$ cat src/design/lbs_pkg.sv
// Shared types and constants for the lower-bound search block.
// Used by lbs_ctrl, lbs_datapath and lower_bound_search_top; no dependencies.
`default_nettype none
package lbs_pkg;

  localparam int TABLE_DEPTH = 1024;
  localparam int ADDR_W      = $clog2(TABLE_DEPTH);
  localparam int POS_W       = $clog2(TABLE_DEPTH + 1);
  localparam int DATA_W      = 32;

  localparam logic CMD_WRITE  = 1'b0;
  localparam logic CMD_SEARCH = 1'b1;

  typedef enum logic [1:0] {
    ST_IDLE,
    ST_ISSUE,
    ST_STEP,
    ST_DONE
  } state_t;

  typedef struct packed {
    logic wr;
    logic load;
    logic first;
    logic step;
  } dp_cmd_t;

  typedef struct packed {
    logic first_more;
    logic step_more;
  } dp_stat_t;

endpackage
`default_nettype wire

$ cat src/design/lbs_ctrl.sv
// Controller state machine for the lower-bound search block.
// Depends on lbs_pkg; drives lbs_datapath through dp_cmd_t and reads dp_stat_t.
`default_nettype none
module lbs_ctrl (
  input  wire logic             clk,
  input  wire logic             rst_n,
  input  wire logic             start,
  input  wire logic             in_cmd,
  input  wire lbs_pkg::dp_stat_t stat,
  output lbs_pkg::dp_cmd_t      cmd,
  output logic                  busy,
  output logic                  out_valid
);

  lbs_pkg::state_t state_r;
  lbs_pkg::state_t state_nxt;

  always_ff @(posedge clk) begin
    if (!rst_n) begin
      state_r <= lbs_pkg::ST_IDLE;
    end else begin
      state_r <= state_nxt;
    end
  end

  always_comb begin
    state_nxt = state_r;
    unique case (state_r)
      lbs_pkg::ST_IDLE: begin
        if (start && in_cmd == lbs_pkg::CMD_SEARCH) begin
          state_nxt = lbs_pkg::ST_ISSUE;
        end
      end
      lbs_pkg::ST_ISSUE: begin
        state_nxt = stat.first_more ? lbs_pkg::ST_STEP : lbs_pkg::ST_DONE;
      end
      lbs_pkg::ST_STEP: begin
        state_nxt = stat.step_more ? lbs_pkg::ST_STEP : lbs_pkg::ST_DONE;
      end
      lbs_pkg::ST_DONE: begin
        state_nxt = lbs_pkg::ST_IDLE;
      end
      default: begin
        state_nxt = lbs_pkg::ST_IDLE;
      end
    endcase
  end

  always_comb begin
    cmd       = '0;
    busy      = 1'b1;
    out_valid = 1'b0;
    unique case (state_r)
      lbs_pkg::ST_IDLE: begin
        busy     = 1'b0;
        cmd.wr   = start && in_cmd == lbs_pkg::CMD_WRITE;
        cmd.load = start && in_cmd == lbs_pkg::CMD_SEARCH;
      end
      lbs_pkg::ST_ISSUE: begin
        cmd.first = 1'b1;
      end
      lbs_pkg::ST_STEP: begin
        cmd.step = 1'b1;
      end
      lbs_pkg::ST_DONE: begin
        out_valid = 1'b1;
      end
      default: begin
        busy = 1'b1;
      end
    endcase
  end

endmodule
`default_nettype wire

$ cat config.mk
export PLATFORM = sky130hd
export DESIGN_NAME = lbs_ctrl
export DESIGN_NICKNAME = d
export VERILOG_FILES = /design/src/design/lbs_pkg.sv /design/src/design/lbs_ctrl.sv
export SDC_FILE = /design/constraint.sdc
export NUM_CORES = 1
export LEC_CHECK = 0
export ABC_AREA = 1
export BUFFER_PORTS_ARGS = -buffer_cell sky130_fd_sc_hd__buf_2
export CORE_AREA = 2 2 39 41
export DETAILED_ROUTE_END_ITERATION = 8
export DIE_AREA = 0 0 41 43
export GPL_ROUTABILITY_DRIVEN = 0
export GPL_TIMING_DRIVEN = 0
export PLACE_DENSITY = 0.33
export SLEW_MARGIN = 40
export SYNTH_ARGS = -nofsm -noshare
export SYNTH_HDL_FRONTEND = slang
export SYNTH_SLANG_ARGS = --single-unit
$ cat constraint.sdc
create_clock -name clk -period 1.3 [get_ports clk]
set_clock_uncertainty 0.2 [all_clocks]
set_input_delay 0.195 -clock clk [delete_from_list [all_inputs] [get_ports clk]]
set_output_delay 0.195 -clock clk [all_outputs]
set_load 0.01 [all_outputs]
After elaboration in Yosys (flattened, before gate mapping)
Cells that the tools add are included.

Output and inout bits: 6. Input port bits: 6. Flip-flop bits (word level): 2.

Bitwise logic cells: 1. Reduce and logical (&&, ||, !) cells: 3. Eq/ne operators: 4. Multiplexer cells: 9.

Operators by type and width (count): 2-bit one-hot mux with 4 select lines (1); 1-bit 2-to-1 mux (6); 2-bit == test, second input constant (2); 2-bit 2-to-1 mux (2); 2-bit by 1-bit == test with 1-bit output, second input constant (1); 1-bit logical AND (2); 2-bit logical NOT (1); 2-bit != test, second input constant (1); 1-bit inverter (1).

Logic depth before layout (Yosys ltp)
Depth in word-level cells: 3. Depth in mapped cells: 7. Depth with buffers taken out: 7.

Least setup slack after synthesis
Ideal clock, no wire load.

Kind: register to register. Start point: reg state_r[0]. End point: reg state_r[1]. Cell stages (with the launch flop): 8. Setup time: 0.113 ns. Required time: 0.987 ns. Period minus slack after synthesis: 1.256 ns. Arrival time: 0.943 ns. Setup slack: 0.044 ns. Cell sequence: dfxtp_1 inv_1 ha_1 inv_2 a21oi_2 nand2_1 nand2_1 nor2_1.

Cells in the longest elaborated chain, start to end: 2. Elaborated cells on any way between the ends: 6.

Ends and longest elaborated chain: from (decl) (line lbs_ctrl.sv:15) `lbs_pkg::state_t state_r;`; from (signal assigned) (line lbs_ctrl.sv:20) `state_r <= lbs_pkg::ST_IDLE;`; from (signal assigned) (line lbs_ctrl.sv:22) `state_r <= state_nxt;`; 2-bit == test, or another cell as far along (line lbs_ctrl.sv:28) `unique case (state_r)`; 2-bit one-hot mux with 4 select lines or 2-bit != test (tied branches).

Several ways; a longest one is shown, not always the timed one. A chain may end at the register's enable or synchronous reset.

==> flow_metrics.py <==
metrics = {
    "finish": {
        "largest_register_ffs": 2,
        "diodes": 0,
        "syn_to_final_growth_pct": 92.2,
        "nets": 61,
        "largestRegisters": "state_r: 2 flops",
        "top_register": "state_r",
        "drive_gt1_share_pct": 58.3,
    },
    "synthesis": {
        "ys_warn_count": 0,
        "ys_ff_latch": 2,
        "netlist_area_um2": 193,
        "netlist_top_cells_area": "ha_1, dfxtp_1, nand2_1, nor2_1, inv_1",
        "syn-num-nets": 40,
        "synth_cell_types": 8,
        "yosys.area.top_type_share_pct": 32.5,
        "netlist_instances": 29,
        "yosys.area.top_type": "ha_1",
        "syn_area_per_cell_um2": 6.64,
        "yosysSeqAreaShare_pct": 20.8,
    },
    "worst_setup_path": {
        "crit_path_max_fanout": 3,
        "cp-end-kind": "primary output",
        "critical_path_arrival_ps": 1020,
        "crit_required_ps": 900,
        "r2r_setup_slack_ps": 60,
        "startpoint_type": "flip-flop",
        "worstSetupPathType": "reg -> out",
    },
    "timing": {
        "hold_violations": 0,
        "post-route-min-period_ps": 1410,
        "slew_violations": 0,
        "fin_crit_sh_pct": 109,
        "holdWs_ps": 105,
        "rsz0062_at_grt": "true",
        "setup_violations": 6,
        "fmax_ghz": 0.707,
        "worst_slack_ps": -115,
        "relSlewSlack_pct": 90.4,
        "worst_pin_slew_ps": 144,
    },
    "route": {
        "drt_first_pass_iters": 4,
        "wl_per_cell_um": 6.80,
        "ant_nets": 0,
        "routed_wl_um": 435,
        "viasPerCell": 3.58,
        "drtIter0Drc": 2,
        "vias": 229,
        "drcViolationCount": 0,
    },
    "placement": {
        "hpwlAfterDp_um": 344,
        "io_buffers": 11,
    },
    "global_route": {
        "grt_max_degree": 5,
        "grt_pass1_vias": 206,
        "grt.total_usage_pct": 6.31,
        "grt_first_pass_wirelength_um": 690,
        "overflow": 0,
        "antenna_found_initial": 0,
    },
    "flow_run": {
        "maxCapViolCount": 0,
    },
    "clock_network": {
        "clock_path_buffers": 2,
        "cts_inserted_buffers": 3,
        "root_buffer": "clkbuf_4",
        "clkLatencyLatePin_ps": 220,
        "clk_pin_slew_ps": 30,
        "h-tree-depth": 1,
        "cts_tree": "done",
        "cts_sinks": 2,
    },
    "floorplanning": {
        "num_io_pins": 12,
        "initial_core_util_pct": 13.9,
        "chipWidth_um": 41,
        "dieArea_um2": 1760,
        "rows": 14,
        "core_um2": 1380,
        "dieHeight_um": 43,
    },
    "status": {
        "status": "finished with violations",
        "violations": "negative setup slack",
    },
    "worst_hold_path": {
        "hp-class": "in -> reg",
    },
    "pwr": {
        "ir_drop_v": 0.000493,
        "power_leakage_nw": 0.207,
        "power_mw": 0.841,
        "power_density_nw_per_um2": 2270,
    },
}
cell type report:
class,count,area [um2]
fillers,169,1010
multi-input cells,21,160
repair buffers,16,95.1
flip-flops and latches,2,45.0
inverters,6,27.5
clock buffers,3,22.5
well taps,16,20.0
placed cells by master (no fill, tap or decap):
cell,netlist,routed
nor2_1,6,6
nand3_1,2,1
nand3_2,0,1
dlygate4sd3_1,0,1
ha_4,0,2
buf_2,0,11
clkbuf_4,0,3
nand2_1,7,7
inv_1,5,2
buf_4,0,4
dfxtp_4,0,1
inv_4,0,2
ha_1,5,3
inv_2,1,2
a21oi_2,1,1
dfxtp_2,0,1
metrics by stage:
| step | instances | instance area [um2] | setup slack (ps) | util, % | setup TNS (ps) |
|---|---|---|---|---|---|
| floorplan | 29 | 193 | 44.4 | - | 0 |
| global placement | 56 | 268 | -59.5 | 19.3 | -156 |
| detailed placement | 56 | 268 | -48.1 | 19.3 | -117 |
| CTS | 64 | 350 | -130 | 25.3 | -535 |
| global route | 64 | 370 | -198 | 26.8 | -776 |
| finish | 64 | 370 | -115 | 26.8 | -432 |
path summary, 6_finish.rpt:
kind | start | cells after the start | endpoint
worst min-delay path | start | 4 | state_r[0]$_SDFFE_PN0P_
worst max-delay path | state_r[0]$_SDFFE_PN0P_ | 5 | cmd[3]
worst max register to register | state_r[0]$_SDFFE_PN0P_ | 7 | state_r[0]$_SDFFE_PN0P_
worst min register to register | state_r[1]$_SDFFE_PN0P_ | 5 | state_r[1]$_SDFFE_PN0P_
routing by layer:
layer | part of all wire, % | GRT usage [%] | routed length [um] | vias up
li1 | - | - | - | 124
met1 | 41 | 5.73 | 178 | 98
met2 | 53 | 9.38 | 230 | 7
met3 | 5.7 | 3.14 | 25 | 0
met4 | 0 | 6.00 | 0 | 0
met5 | 0 | 0 | 0 | -
synthesized netlist by cell type (all sizes together):
cell type / number
dfxtp: 2
inv: 6
nand3: 2
nand2: 7
nor2: 6
ha: 5
a21oi: 1
where the power goes:
group	internal [mW]	switching, mW	total [mW]
combinational	0.277	0.284	0.562
clock	0.102	0.0330	0.135
sequential	0.105	0.0397	0.145
total	0.484	0.357	0.841
kinds of logic after synthesis:
group / count (synthesis) / synth area share, %
simple gates: 15 / 30.5
buf+inv: 6 / 11.7
fa+ha+maj: 5 / 32.5
flops: 2 / 20.8
compound gates: 1 / 4.55
worst max-delay path: stages, from the launching register on:
cell     delay [ps]
dfxtp_4         350
inv_4            60
ha_4            130
nand2_1          50
nor2_1           70
buf_2           130
what timing repair did:
item                                   4_1_cts  5_1_grt
setup endpoints to repair                    7        8
hold buffers                                 1        0
buffers inserted                             4        0
gates resized for setup                      8        5
pin swaps                                    2        3
endpoints found under the hold margin        1        0
Power figures use the tool's default switching activity.
